[src/rtl/upd_pkg.sv]
`default_nettype none
package upd_pkg;

  // Characters the decoder acts on
  localparam logic [7:0] CH_NUL   = 8'h00;
  localparam logic [7:0] CH_PCT   = 8'h25;
  localparam logic [7:0] CH_PLUS  = 8'h2B;
  localparam logic [7:0] CH_SPACE = 8'h20;
  localparam logic [7:0] CH_ZERO  = 8'h30;
  localparam logic [7:0] CH_NINE  = 8'h39;
  localparam logic [7:0] CH_UA    = 8'h41;
  localparam logic [7:0] CH_UF    = 8'h46;
  localparam logic [7:0] CH_LA    = 8'h61;
  localparam logic [7:0] CH_LF    = 8'h66;
  // 'A' - 10 and 'a' - 'A'
  localparam logic [7:0] HEX_ALPHA_OFS = 8'd55;
  localparam logic [7:0] CASE_OFS      = 8'd32;

  localparam logic [15:0] LIMIT_RESET = 16'hFFFF;

  // Candidate data bytes per input word, and slots per queue entry
  localparam int CAND    = 3;
  localparam int SLOTS   = 4;
  localparam int Q_DEPTH = 4;
  localparam int Q_AW    = 2;

  typedef enum logic [1:0] {
    MODE_PLAIN = 2'd0,
    MODE_PCT   = 2'd1,
    MODE_DIGIT = 2'd2,
    MODE_STOP  = 2'd3
  } upd_mode_t;

  // Up to four output words produced by one input word
  typedef struct packed {
    logic [SLOTS-1:0][7:0] bytes;
    logic [2:0]            n;
    logic                  term;
  } upd_entry_t;

  typedef struct packed {
    logic full;
    logic empty;
  } upd_qstat_t;

  function automatic logic is_hex(input logic [7:0] c);
    return ((c >= CH_ZERO) && (c <= CH_NINE)) || ((c >= CH_UA) && (c <= CH_UF)) ||
           ((c >= CH_LA) && (c <= CH_LF));
  endfunction

  function automatic logic [3:0] hex_value(input logic [7:0] c);
    logic [7:0] u;
    logic [7:0] d;
    u = (c >= CH_LA) ? (c - CASE_OFS) : c;
    d = (u >= CH_UA) ? (u - HEX_ALPHA_OFS) : (u - CH_ZERO);
    return d[3:0];
  endfunction

  // Mode after a byte is taken as plain text
  function automatic upd_mode_t plain_mode(input logic [7:0] c);
    upd_mode_t m;
    if (c == CH_NUL) begin
      m = MODE_STOP;
    end else if (c == CH_PCT) begin
      m = MODE_PCT;
    end else begin
      m = MODE_PLAIN;
    end
    return m;
  endfunction

endpackage
`default_nettype wire

[src/rtl/upd_in_if.sv]
`default_nettype none
interface upd_in_if;
  logic       valid;
  logic       ready;
  logic [7:0] in_byte;
  logic       in_last;

  modport source(output valid, output in_byte, output in_last, input ready);
  modport sink(input valid, input in_byte, input in_last, output ready);
endinterface
`default_nettype wire

[src/rtl/upd_out_if.sv]
`default_nettype none
interface upd_out_if;
  logic       valid;
  logic       ready;
  logic [7:0] out_byte;
  logic       out_last;

  modport source(output valid, output out_byte, output out_last, input ready);
  modport sink(input valid, input out_byte, input out_last, output ready);
endinterface
`default_nettype wire

[src/rtl/upd_front.sv]
`default_nettype none
module upd_front
  import upd_pkg::*;
#(
  parameter int COUNT_BITS = 16
) (
  input  wire logic        clk,
  input  wire logic        rst,
  upd_in_if.sink           din,
  input  wire logic [15:0] output_limit,
  input  wire upd_qstat_t  qstat,
  output logic             push,
  output upd_entry_t       entry
);

  localparam int LW = (COUNT_BITS > 16) ? COUNT_BITS : 16;

  upd_mode_t             mode;
  upd_mode_t             mode_mid;
  upd_mode_t             mode_next;
  logic [7:0]            held_digit;
  logic [7:0]            held_mid;
  logic [7:0]            held_next;
  logic [COUNT_BITS-1:0] emitted_count;
  logic [COUNT_BITS-1:0] count_next;

  logic [7:0]          c;
  logic                last;
  logic                hx;
  logic                accept;
  logic [CAND-1:0][7:0] cand;
  logic [1:0]          k;
  logic [LW-1:0]       cnt_ext;
  logic [LW-1:0]       lim_ext;
  logic [LW-1:0]       cmax_ext;
  logic [LW-1:0]       lim_eff;
  logic [LW-1:0]       room;
  logic [1:0]          room_sat;
  logic [1:0]          keep;

  assign c      = din.in_byte;
  assign last   = din.in_last;
  assign hx     = is_hex(c);
  assign din.ready = !qstat.full;
  assign accept = din.valid && din.ready;

  // Next mode and held digit
  always_comb begin
    mode_mid = mode;
    held_mid = held_digit;
    unique case (mode)
      MODE_PLAIN: mode_mid = plain_mode(c);
      MODE_PCT: begin
        if (hx) begin
          mode_mid = MODE_DIGIT;
          held_mid = c;
        end else begin
          mode_mid = plain_mode(c);
        end
      end
      MODE_DIGIT: begin
        held_mid = CH_NUL;
        mode_mid = hx ? MODE_PLAIN : plain_mode(c);
      end
      MODE_STOP: mode_mid = MODE_STOP;
      default:   mode_mid = MODE_PLAIN;
    endcase
    if (last) begin
      mode_next = MODE_PLAIN;
      held_next = CH_NUL;
    end else begin
      mode_next = mode_mid;
      held_next = held_mid;
    end
  end

  // Collect candidate data bytes in emission order
  always_comb begin
    cand = '0;
    k    = 2'd0;
    if (mode == MODE_PCT && !hx) begin
      cand[k] = CH_PCT;
      k       = k + 2'd1;
    end
    if (mode == MODE_DIGIT) begin
      if (hx) begin
        cand[k] = {hex_value(held_digit), hex_value(c)};
        k       = k + 2'd1;
      end else begin
        cand[k] = CH_PCT;
        k       = k + 2'd1;
        cand[k] = held_digit;
        k       = k + 2'd1;
      end
    end
    if (((mode == MODE_PLAIN) || (mode == MODE_PCT && !hx) || (mode == MODE_DIGIT && !hx)) &&
        (c != CH_NUL) && (c != CH_PCT)) begin
      cand[k] = (c == CH_PLUS) ? CH_SPACE : c;
      k       = k + 2'd1;
    end
    if (last && mode_mid == MODE_PCT) begin
      cand[k] = CH_PCT;
      k       = k + 2'd1;
    end
    if (last && mode_mid == MODE_DIGIT) begin
      cand[k] = CH_PCT;
      k       = k + 2'd1;
      cand[k] = held_mid;
      k       = k + 2'd1;
    end
  end

  // Trim candidates against the limit and the counter ceiling
  always_comb begin
    cnt_ext  = LW'(emitted_count);
    lim_ext  = LW'(output_limit);
    cmax_ext = LW'({COUNT_BITS{1'b1}});
    lim_eff  = (lim_ext < cmax_ext) ? lim_ext : cmax_ext;
    room     = (cnt_ext < lim_eff) ? (lim_eff - cnt_ext) : '0;
    room_sat = (room >= LW'(3)) ? 2'd3 : room[1:0];
    keep     = (k < room_sat) ? k : room_sat;
    count_next = last ? '0 : (emitted_count + COUNT_BITS'(keep));
  end

  // Build the queue entry; the terminator slot is a zero byte
  always_comb begin
    entry.bytes = '0;
    for (int i = 0; i < CAND; i++) begin
      if (2'(i) < keep) begin
        entry.bytes[i] = cand[i];
      end
    end
    entry.n    = {1'b0, keep} + {2'b00, last};
    entry.term = last;
    push       = accept && (entry.n != 3'd0);
  end

  // Advance state on each accepted word
  always_ff @(posedge clk) begin
    if (rst) begin
      mode          <= MODE_PLAIN;
      held_digit    <= CH_NUL;
      emitted_count <= '0;
    end else if (accept) begin
      mode          <= mode_next;
      held_digit    <= held_next;
      emitted_count <= count_next;
    end
  end

endmodule
`default_nettype wire

[src/rtl/upd_queue.sv]
`default_nettype none
module upd_queue
  import upd_pkg::*;
(
  input  wire logic       clk,
  input  wire logic       rst,
  input  wire logic       push,
  input  wire upd_entry_t push_entry,
  input  wire logic       pop,
  output upd_entry_t      head,
  output upd_qstat_t      qstat
);

  upd_entry_t      mem [Q_DEPTH];
  logic [Q_AW-1:0] wr_ptr;
  logic [Q_AW-1:0] rd_ptr;
  logic [Q_AW:0]   count;
  logic            do_push;
  logic            do_pop;

  assign qstat.full  = (count == (Q_AW + 1)'(Q_DEPTH));
  assign qstat.empty = (count == '0);
  assign do_push     = push && !qstat.full;
  assign do_pop      = pop && !qstat.empty;
  assign head        = mem[rd_ptr];

  // Write the entry store
  always_ff @(posedge clk) begin
    if (do_push) begin
      mem[wr_ptr] <= push_entry;
    end
  end

  // Advance pointers and occupancy
  always_ff @(posedge clk) begin
    if (rst) begin
      wr_ptr <= '0;
      rd_ptr <= '0;
      count  <= '0;
    end else begin
      if (do_push) begin
        wr_ptr <= wr_ptr + 1'b1;
      end
      if (do_pop) begin
        rd_ptr <= rd_ptr + 1'b1;
      end
      count <= count + (Q_AW + 1)'(do_push) - (Q_AW + 1)'(do_pop);
    end
  end

endmodule
`default_nettype wire

[src/rtl/upd_back.sv]
`default_nettype none
module upd_back
  import upd_pkg::*;
(
  input  wire logic       clk,
  input  wire logic       rst,
  input  wire upd_entry_t head,
  input  wire upd_qstat_t qstat,
  output logic            pop,
  upd_out_if.source       dout
);

  upd_entry_t cur;
  logic       cur_valid;
  logic [1:0] idx;
  logic       last_slot;
  logic       take;

  assign last_slot     = ({1'b0, idx} == (cur.n - 3'd1));
  assign take          = cur_valid && dout.ready;
  assign pop           = !qstat.empty && (!cur_valid || (take && last_slot));
  assign dout.valid    = cur_valid;
  assign dout.out_byte = cur.bytes[idx];
  assign dout.out_last = cur.term && last_slot;

  // Hold the working entry; load the next one as the last word leaves or while none is held
  always_ff @(posedge clk) begin
    if (pop) begin
      cur <= head;
    end
  end

  always_ff @(posedge clk) begin
    if (rst) begin
      cur_valid <= 1'b0;
      idx       <= 2'd0;
    end else if (pop) begin
      cur_valid <= 1'b1;
      idx       <= 2'd0;
    end else if (take) begin
      if (last_slot) begin
        cur_valid <= 1'b0;
        idx       <= 2'd0;
      end else begin
        idx <= idx + 2'd1;
      end
    end
  end

endmodule
`default_nettype wire

[src/rtl/url_percent_decoder_core.sv]
// Channel  Dir  Payload              Handshake
// din      in   in_byte[8], in_last  valid/ready
// dout     out  out_byte[8], out_last valid/ready
// cfg      in   cfg_data[16]         cfg_we, no ready
//
// An input word is taken every cycle while the four-entry queue has room.
// Each word yields zero to four output words; the output stage sends one a cycle
// while dout is ready, so a word that flushes an escape and ends a message yields up to four.
// The first output of an input word passes through the queue and then the output stage register.
// Synchronous reset clears mode, held digit, count and queue; limit returns to 65535.
// Either side may stall; the queue absorbs up to four words of slack.
`default_nettype none
module url_percent_decoder_core
  import upd_pkg::*;
#(
  parameter int COUNT_BITS = 16
) (
  input  wire logic        clk,
  input  wire logic        rst,
  upd_in_if.sink           din,
  upd_out_if.source        dout,
  input  wire logic        cfg_we,
  input  wire logic [15:0] cfg_data
);

  logic [15:0] output_limit;
  upd_entry_t  entry;
  upd_entry_t  head;
  upd_qstat_t  qstat;
  logic        push;
  logic        pop;

  // Hold the output limit register
  always_ff @(posedge clk) begin
    if (rst) begin
      output_limit <= LIMIT_RESET;
    end else if (cfg_we) begin
      output_limit <= cfg_data;
    end
  end

  upd_front #(
    .COUNT_BITS(COUNT_BITS)
  ) u_front (
    .clk         (clk),
    .rst         (rst),
    .din         (din),
    .output_limit(output_limit),
    .qstat       (qstat),
    .push        (push),
    .entry       (entry)
  );

  upd_queue u_queue (
    .clk       (clk),
    .rst       (rst),
    .push      (push),
    .push_entry(entry),
    .pop       (pop),
    .head      (head),
    .qstat     (qstat)
  );

  upd_back u_back (
    .clk  (clk),
    .rst  (rst),
    .head (head),
    .qstat(qstat),
    .pop  (pop),
    .dout (dout)
  );

endmodule
`default_nettype wire

[src/flat_wrapper.sv]
// flat-port wrapper written by rule: the top's interface ports become plain ports
module url_percent_decoder_core_flat import upd_pkg::*;
#(
  parameter int COUNT_BITS = 16
)
  (clk, rst, cfg_we, cfg_data, din_valid, din_in_byte, din_in_last, din_ready, dout_valid, dout_out_byte, dout_out_last, dout_ready);
  upd_in_if din_i ();
  upd_out_if dout_i ();
  input  wire logic clk;
  input  wire logic rst;
  input  wire logic cfg_we;
  input  wire logic [15:0] cfg_data;
  input wire logic [$bits(din_i.valid)-1:0] din_valid;
  input wire logic [$bits(din_i.in_byte)-1:0] din_in_byte;
  input wire logic [$bits(din_i.in_last)-1:0] din_in_last;
  output wire logic [$bits(din_i.ready)-1:0] din_ready;
  output wire logic [$bits(dout_i.valid)-1:0] dout_valid;
  output wire logic [$bits(dout_i.out_byte)-1:0] dout_out_byte;
  output wire logic [$bits(dout_i.out_last)-1:0] dout_out_last;
  input wire logic [$bits(dout_i.ready)-1:0] dout_ready;
  assign din_i.valid = din_valid;
  assign din_i.in_byte = din_in_byte;
  assign din_i.in_last = din_in_last;
  assign din_ready = din_i.ready;
  assign dout_valid = dout_i.valid;
  assign dout_out_byte = dout_i.out_byte;
  assign dout_out_last = dout_i.out_last;
  assign dout_i.ready = dout_ready;
  url_percent_decoder_core #(.COUNT_BITS(COUNT_BITS)) u_core (.clk(clk), .rst(rst), .din(din_i), .dout(dout_i), .cfg_we(cfg_we), .cfg_data(cfg_data));
endmodule
[config.mk]
export PLATFORM = sky130hd
export DESIGN_NAME = url_percent_decoder_core_flat
export DESIGN_NICKNAME = d
export VERILOG_FILES = /design/src/rtl/upd_pkg.sv /design/src/rtl/upd_in_if.sv /design/src/rtl/upd_out_if.sv /design/src/rtl/upd_front.sv /design/src/rtl/upd_queue.sv /design/src/rtl/upd_back.sv /design/src/rtl/url_percent_decoder_core.sv /design/src/flat_wrapper.sv
export SDC_FILE = /design/constraint.sdc
export NUM_CORES = 1
export LEC_CHECK = 0
export BUFFER_PORTS_ARGS = -buffer_cell sky130_fd_sc_hd__clkbuf_2
export CAP_MARGIN = 30
export CORE_MARGIN = 3
export CORE_UTILIZATION = 40
export DETAILED_ROUTE_END_ITERATION = 6
export GPL_ROUTABILITY_DRIVEN = 0
export PLACE_DENSITY = 0.62
export SYNTH_ARGS = -nofsm -noshare
export SYNTH_HDL_FRONTEND = slang
export SYNTH_SLANG_ARGS = --single-unit
[constraint.sdc]
create_clock -name clk -period 5.9 [get_ports clk]
set_input_delay 0.59 -clock clk [delete_from_list [all_inputs] [get_ports clk]]
set_output_delay 0.59 -clock clk [all_outputs]
set_load 0.01 [all_outputs]
==> results of run 1 <==
[cell usage after synthesis, types with 3 or more instances]
library cell	n
edfxtp_1	140
nand2_1	72
nor2_1	58
dfxtp_1	52
ha_1	50
inv_1	45
clkbuf_1	37
mux2i_1	37
a21oi_1	32
o21ai_0	32
mux4_2	28
nor3_1	28
nand3_1	26
xnor2_1	22
and3_1	15
a211oi_1	14
a22oi_1	12
and2_1	11
nor2b_1	11
nor3b_1	11
nand4_1	9
o21a_1	9
a22o_1	7
buf_1	7
o211ai_1	7
a31oi_1	6
buf_2	6
mux2_2	6
nand2b_1	6
or3_1	6
a21o_1	5
nor4_1	5
or2_2	5
a32oi_1	4
o22ai_1	4
o31ai_1	4
xor2_1	4
a31o_1	3
buf_6	3
fa_1	3
or4b_1	3
[stage by stage]
stage,util,instances
after floorplan,-,890
after global placement,0.4456,1243
after detailed placement,0.4456,1243
after CTS,0.4714,1275
after global routing,0.4750,1275
final,0.4750,1275
[where the power goes]
| part | internal, mW | total [mW] | switching (mW) |
|---|---|---|---|
| Combinational | 0.333 | 0.749 | 0.416 |
| Sequential | 1.69 | 1.78 | 0.0931 |
| Clock | 0.597 | 1.21 | 0.613 |
| Total | 2.62 | 3.74 | 1.12 |
[timing repair]
action,CTS,global route
hold endpoints to repair,0,0
resized for setup,2,25
pin swaps,0,10
endpoints found under the setup margin,2,14
cloned,0,0
[worst min-delay path, cell delays in order]
cell,delay [ns]
clkbuf_2,0.08
mux2i_1,0.05
nand2_1,0.05
[final cells by class]
class / instances / area, µm²
sequential: 192 / 5249
inverter: 47 / 176.4
multi-input combinational: 597 / 4720
timing repair buffer: 83 / 573.1
tap: 324 / 405.4
clock inverter: 15 / 206.4
clock buffer: 17 / 425.4
fill: 2195 / 12990
[logic make-up after synthesis]
| kind of cell | after synthesis |
|---|---|
| and+or+nand+nor | 281 |
| DFF | 192 |
| AOI/OAI and AO/OA | 166 |
| buffers and inverters | 101 |
| muxes | 71 |
| adders and majority gates | 53 |
| xor gates and xnor gates | 26 |
[layer usage]
layer / vias up / wire length [µm] / global-route usage
li1: 3416 / - / -
met1: 3387 / 11140 / 0.2454
met2: 203 / 10250 / 0.2576
met3: 38 / 1264 / 0.03523
met4: 0 / 402 / 0.05280
met5: - / 0 / 0
[sequential cells by signal (all words and copies together) (netlist names)]
signal and cells:
u_core.u_queue.wr_ptr 2, u_core.u_front.mode 2, u_core.u_queue.rd_ptr 2, u_core.u_front.held_digit 8, u_core.u_back.idx 2, u_core.u_front.cnt_ext 16, u_core.output_limit 16, u_core.u_back.cur 28
u_core.u_queue.count 3, u_core.u_back.dout.valid 1, u_core.u_queue.mem 112
[worst max path at each step]
stage | from | to | cells after the start
after floorplan | din_in_byte[7] | u_core.u_queue.count[2] | 28
after global placement | din_in_byte[3] | u_core.u_queue.count[2] | 27
after detailed placement | u_core.u_front.cnt_ext[0] | u_core.u_queue.count[1] | 26
after CTS | u_core.u_front.cnt_ext[0] | u_core.u_queue.count[1] | 26
after global routing | u_core.u_front.cnt_ext[6] | u_core.u_queue.count[1] | 25
final | u_core.u_front.cnt_ext[6] | u_core.u_queue.count[1] | 25
==> impl_metrics.yaml, run 1 <==
layout:
  mostFrequentLayoutCells: "edfxtp_1, nand2_1, nor2_1, dfxtp_1, inv_1"
  layout-drive-gt1-share: 0.2061
  nNetsFinal: 1021
  final_area_um2: 11760
  insertedDiodeCount: 0
  area_growth_pct: 14.77
  final_common_cell: "edfxtp_1"
drt:
  totalWireLength_mm: 23.06
  vias_per_cell: 5.525
  firstDrtPassIters: 6
  via_count: 7044
  drc_errors: 0
  wl_per_cell_um: 18.08
  drtIter0Drc: 539
  ant_nets: 0
clock_tree:
  cts_root_buf: "clkbuf_16"
  clk_pin_slew_ns: 0.08
  post_cts_buffers: 0
  clk_latency_ns: 0.45
  cts.sinks: 192
  cts-htree-levels: 4
  cts-hold-fix-buffers: 0
  cts_max_path_buffers: 2
  cts_tree: "done"
  cts_buffers: 17
yosys:
  synth-simple-area-share: 0.1410
  synth_top_area_share: 0.4105
  synth_area_leaders: "edfxtp_1, dfxtp_1, mux4_2"
  synth_xor_area_frac: 0.02223
  yosysSeqAreaShare: 0.5121
  synth-async-reset-ratio: 0
  synth_fa_ha_area_frac: 0.06694
  netlist_instances: 890
  synth_fp_nets: 973
  syn_area_per_cell_um2: 11.51
  synth_top_cell_by_area: "edfxtp_1"
  synth_compound_area_frac: 0.1134
  synth_ff_type: "edfxtp_1"
  ys_seq_elements: 192
  ys_warn_count: 0
  synth_cell_types: 79
  synthMuxAreaShare: 0.1043
  synth_top_family_by_area: "simple AND/OR/NAND/NOR gates"
  synth_area_um2: 10240
  synth_edf_count: 140
critical_path:
  rr_startpoint: "u_core.u_front.cnt_ext[6]"
  worstPathRequired_ns: 6.21
  rr_endpoint: "u_core.u_queue.count[1]"
  cp_slowest_stage_delay_ns: 0.53
  critPathBufInv: 3
  crit_fanout: 8
  slowest_stage: "or4_4"
  rr_worst_depth: 25
  r2r_setup_slack_ns: 0.30
  crit_path_start_kind: "flip-flop"
  path_class: "reg2reg"
  cp_top_family: "simple AND/OR/NAND/NOR gates"
  arrival_ns: 5.91
  critPathCaptureType: "flip-flop"
power_and_ir_drop:
  power_per_cell_area_nw_per_um2: 318.0
  p_leak_nw: 4.165
  peakVddDrop_mv: 0.2360
  p_total_mw: 3.738
sta:
  slew_violations: 0
  fmax_mhz: 178.5
  finalCritPeriodShare: 0.9497
  maxSlewHeadroom: 0.4317
  holdWs_ns: 0.3548
  post-route-min-period_ns: 5.603
  finalHoldViolations: 0
  rsz0062_at_grt: "no"
  fin_skew_ns: 0.01784
  worstMarginPinSlew_ns: 0.8494
  setup_viol: 0
  setup_tns_ns: 0
  setup_slack_ns: 0.2967
die:
  die_w_um: 166.0
  rows: 57
  die_h_um: 166.0
  die_area_um2: 27560
  start_util: 0.4139
  core_area_um2: 24750
  io_pins: 41
job:
  cap_violations: 0
place:
  io_buffers: 40
  hpwlAfterDp_mm: 15.81
  place_area_um2: 11030
  pre_cts_ws_ns: -0.08651
global_route:
  antenna_found_initial: 0
  grt_use_total: 0.1695
  grt_pass1_vias: 6885
  grt_overflow: 0
  grt_max_degree: 34
  grt_pass1_wl_mm: 37.29
hold_path:
  min_path_type: "in2reg"
  hold_start: "cfg_data[10]"
  hold_path_depth: 3
  holdPathEnd: "u_core.output_limit[10]"
run_status:
  status: "complete, no violations"
Note: power is estimated with default switching activity, not from simulation.
==> inputs of run 2 (changes only) <==
ABC_AREA = 1   (was unset)
==> run 2 against run 1 <==
Setup slack improved by 0.17 ns; sequential share of layout area barely moved; combinational power rose by 18%; synthesized area rose by 2.9%; total power rose by 4.2%; non-clock buffer count fell by 30; fmax rose by 3.1%; critical path depth rose by 14; sequential cell count did not move; critical endpoint is now u_core.u_front.cnt_ext[14]; largest cell class unchanged.
==> impl_metrics.yaml, run 2 <==
power_and_ir_drop:
  swShare: 0.3272
  internal-power_mw: 2.622
  clockPowerShare: 0.314
  p_leak_nw: 4.698
  p_total_mw: 3.896
  power_frac_comb: 0.228
  sequentialPowerShare: 0.459
  power_per_cell_area_nw_per_um2: 331.6
  peakVddDrop_mv: 0.2078
  p_switching_mw: 1.275
layout:
  multi_input_area_um2: 4507
  num-fill-cells: 2456
  final_common_cell: "nand2_1"
  largest-register: "u_core.u_queue.mem"
  nNetsFinal: 1367
  mostFrequentLayoutCells: "nand2_1, inv_1, edfxtp_1, nor2_1, o21ai_0"
  final_area_um2: 11750
  area_growth_pct: 11.46
  largest_reg_flops: 112
  layout-drive-gt1-share: 0.1118
  insertedDiodeCount: 0
  stdcell_count: 1627
  seq_area_um2: 5245
  top_regs: "u_core.u_queue.mem: 112 flops, u_core.u_back.cur: 28 flops"
drt:
  vias_per_cell: 5.113
  wl_per_cell_um: 14.90
  firstDrtPassIters: 6
  totalWireLength_mm: 24.24
  ant_nets: 0
  drtIter0Drc: 637
  drc_errors: 0
  via_count: 8319
sta:
  fin_skew_ns: 0.01376
  fmax_mhz: 184.1
  maxSlewHeadroom: 0.3807
  worstMarginPinSlew_ns: 0.9279
  finalHoldViolations: 0
  rsz0062_at_grt: "yes"
  slew_violations: 0
  setup_viol: 0
  finalCritPeriodShare: 0.9209
  post-route-min-period_ns: 5.433
hold_path:
  hold_start: "cfg_data[5]"
  min_path_type: "in2reg"
critical_path:
  startpoint: "din_in_byte[1]"
  rr_worst_depth: 35
  crit_fanout: 6
  arrival_ns: 5.76
  slowest_stage: "ha_1"
  rr_endpoint: "u_core.u_front.cnt_ext[14]"
  worstPathRequired_ns: 6.23
  rr_startpoint: "u_core.u_front.cnt_ext[0]"
  r2r_setup_slack_ns: 0.58
  critPathCaptureType: "flip-flop"
  crit_end: "u_core.u_front.cnt_ext[14]"
  cp_top_family: "simple AND/OR/NAND/NOR gates"
  crit_top_cell: "nand2_2"
  cp_slowest_stage_delay_ns: 0.30
  path_class: "in2reg"
  path_depth: 39
  crit_path_start_kind: "primary input"
  critPathBufInv: 8
clock_tree:
  clk_pin_slew_ns: 0.08
  cts-htree-levels: 4
  cts_root_buf: "clkbuf_16"
  cts_tree: "done"
  cts_max_path_buffers: 2
  cts.sinks: 192
  cts-hold-fix-buffers: 0
  cts_buffers: 17
  clk_latency_ns: 0.44
yosys:
  synth_area_um2: 10540
  synth_common_cells: "nand2_1, inv_1, nor2_1, edfxtp_1, o21ai_0"
  synth_edf_count: 140
  synth_area_leaders: "edfxtp_1, nand2_1, dfxtp_1"
  synth_ff_type: "edfxtp_1"
  synth-async-reset-ratio: 0
  yosysSeqAreaShare: 0.4975
  synth_top_cell_by_area: "edfxtp_1"
  synth_cell_types: 43
  netlist_instances: 1260
  ys_warn_count: 0
  synth.most_common_cell: "nand2_1"
  synth_top_area_share: 0.3988
  syn_area_per_cell_um2: 8.367
  ys_seq_elements: 192
  synth_fp_nets: 1343
global_route:
  grt_overflow: 0
  grt_use_total: 0.1740
  grt_max_degree: 59
  antenna_found_initial: 0
  grt_pass1_vias: 7812
  grt_pass1_wl_mm: 39.54
die:
  die_area_um2: 28340
  core_area_um2: 25540
  rows: 58
  io_pins: 41
  die_w_um: 168.3
  die_h_um: 168.3
  start_util: 0.4127
place:
  io_buffers: 40
  place_area_um2: 11100
  dp_cells: 1595
  hpwlAfterDp_mm: 17.20
job:
  cap_violations: 0
run_status:
  status: "complete, no violations"
## run 2: changes by cell type after synthesis, sizes merged, moves of 37 or more
| cell | before | now |
|---|---|---|
| nor2 | 58 | 150 |
| nand3 | 27 | 75 |
| inv | 47 | 164 |
| o21ai | 34 | 98 |
| mux2i | 37 | 0 |
| nand2 | 72 | 302 |
## run 2: worst min path at each step
| stage | endpoint | slack, ns | cells past startpoint |
|---|---|---|---|
| 2_1_floorplan | u_core.output_limit[10] | 0.43 | 2 |
| 3_3_place_gp | u_core.output_limit[13] | 0.45 | 2 |
| 3_5_place_dp | u_core.output_limit[10] | 0.46 | 2 |
| 4_1_cts | u_core.output_limit[9] | 0.34 | 3 |
| 5_1_grt | u_core.output_limit[9] | 0.36 | 3 |
| 6_report | u_core.output_limit[5] | 0.36 | 3 |
## run 2: worst register-to-register path, delay by kind of cell (launching register included)
| kind | cells | cell delay, ns |
|---|---|---|
| and+or+nand+nor | 20 | 2.43 |
| adders and majority gates | 5 | 1.34 |
| AOI/OAI and AO/OA | 4 | 0.63 |
| buffers and inverters | 6 | 0.44 |
| DFF | 1 | 0.37 |
## run 2: area by class of cell
cell class                 instances  area share
inverter                         166     0.05324
multi-input combinational        854      0.3835
tap                              330     0.03514
clock buffer                      17     0.03620
clock inverter                    15     0.01917
sequential                       192      0.4463
timing repair buffer              53     0.02641
## run 2: power by group through the flow
| stage | clock network (mW) | logic [mW] | registers [mW] |
|---|---|---|---|
| global route | 1.30 | 1.02 | 1.81 |
| CTS | 1.25 | 0.899 | 1.79 |
| floorplan | 0 | 0.619 | 1.80 |
| global placement | 0 | 0.886 | 1.82 |
| detailed placement | 0 | 0.898 | 1.82 |
| finish | 1.22 | 0.887 | 1.79 |
## run 2: metrics by stage
stage | utilization | TNS (ns) | hold WS (ns) | worst slack [ns]
2_1_floorplan | - | 0 | 0.4270 | 0.2604
3_3_place_gp | 0.4341 | 0 | 0.4499 | 0.2137
3_5_place_dp | 0.4344 | -0.03953 | 0.4557 | -0.02001
4_1_cts | 0.4598 | 0 | 0.3444 | 0.4174
5_1_grt | 0.4600 | -0.01547 | 0.3569 | -0.01251
6_report | 0.4600 | 0 | 0.3587 | 0.4667
## run 2: what timing repair did
action,in CTS,in global routing
endpoints found under the setup margin,0,4
setup buffers,0,0
gates resized for setup,0,2
## run 2: cell families (layout without fill, tap and decap cells)
logic type | count (synthesis) | in the layout | synth area share
AO/OA/AOI/OAI | 221 | 221 | 0.1162
flip-flops | 192 | 192 | 0.4975
adder cells (fa/ha/maj) | 53 | 53 | 0.06504
XOR/XNOR | 17 | 17 | 0.01412
AND/OR/NAND/NOR | 563 | 563 | 0.2305
buffers and inverters | 214 | 251 | 0.07667
## run 2: routing by layer
| layer | up-vias | global-route usage | part of all wire |
|---|---|---|---|
| met3 | 45 | 0.02841 | 0.045 |
| met1 | 3826 | 0.2393 | 0.48 |
| li1 | 4237 | - | - |
| met2 | 211 | 0.2828 | 0.45 |
| met5 | - | 0 | 0 |
| met4 | 0 | 0.05514 | 0.023 |
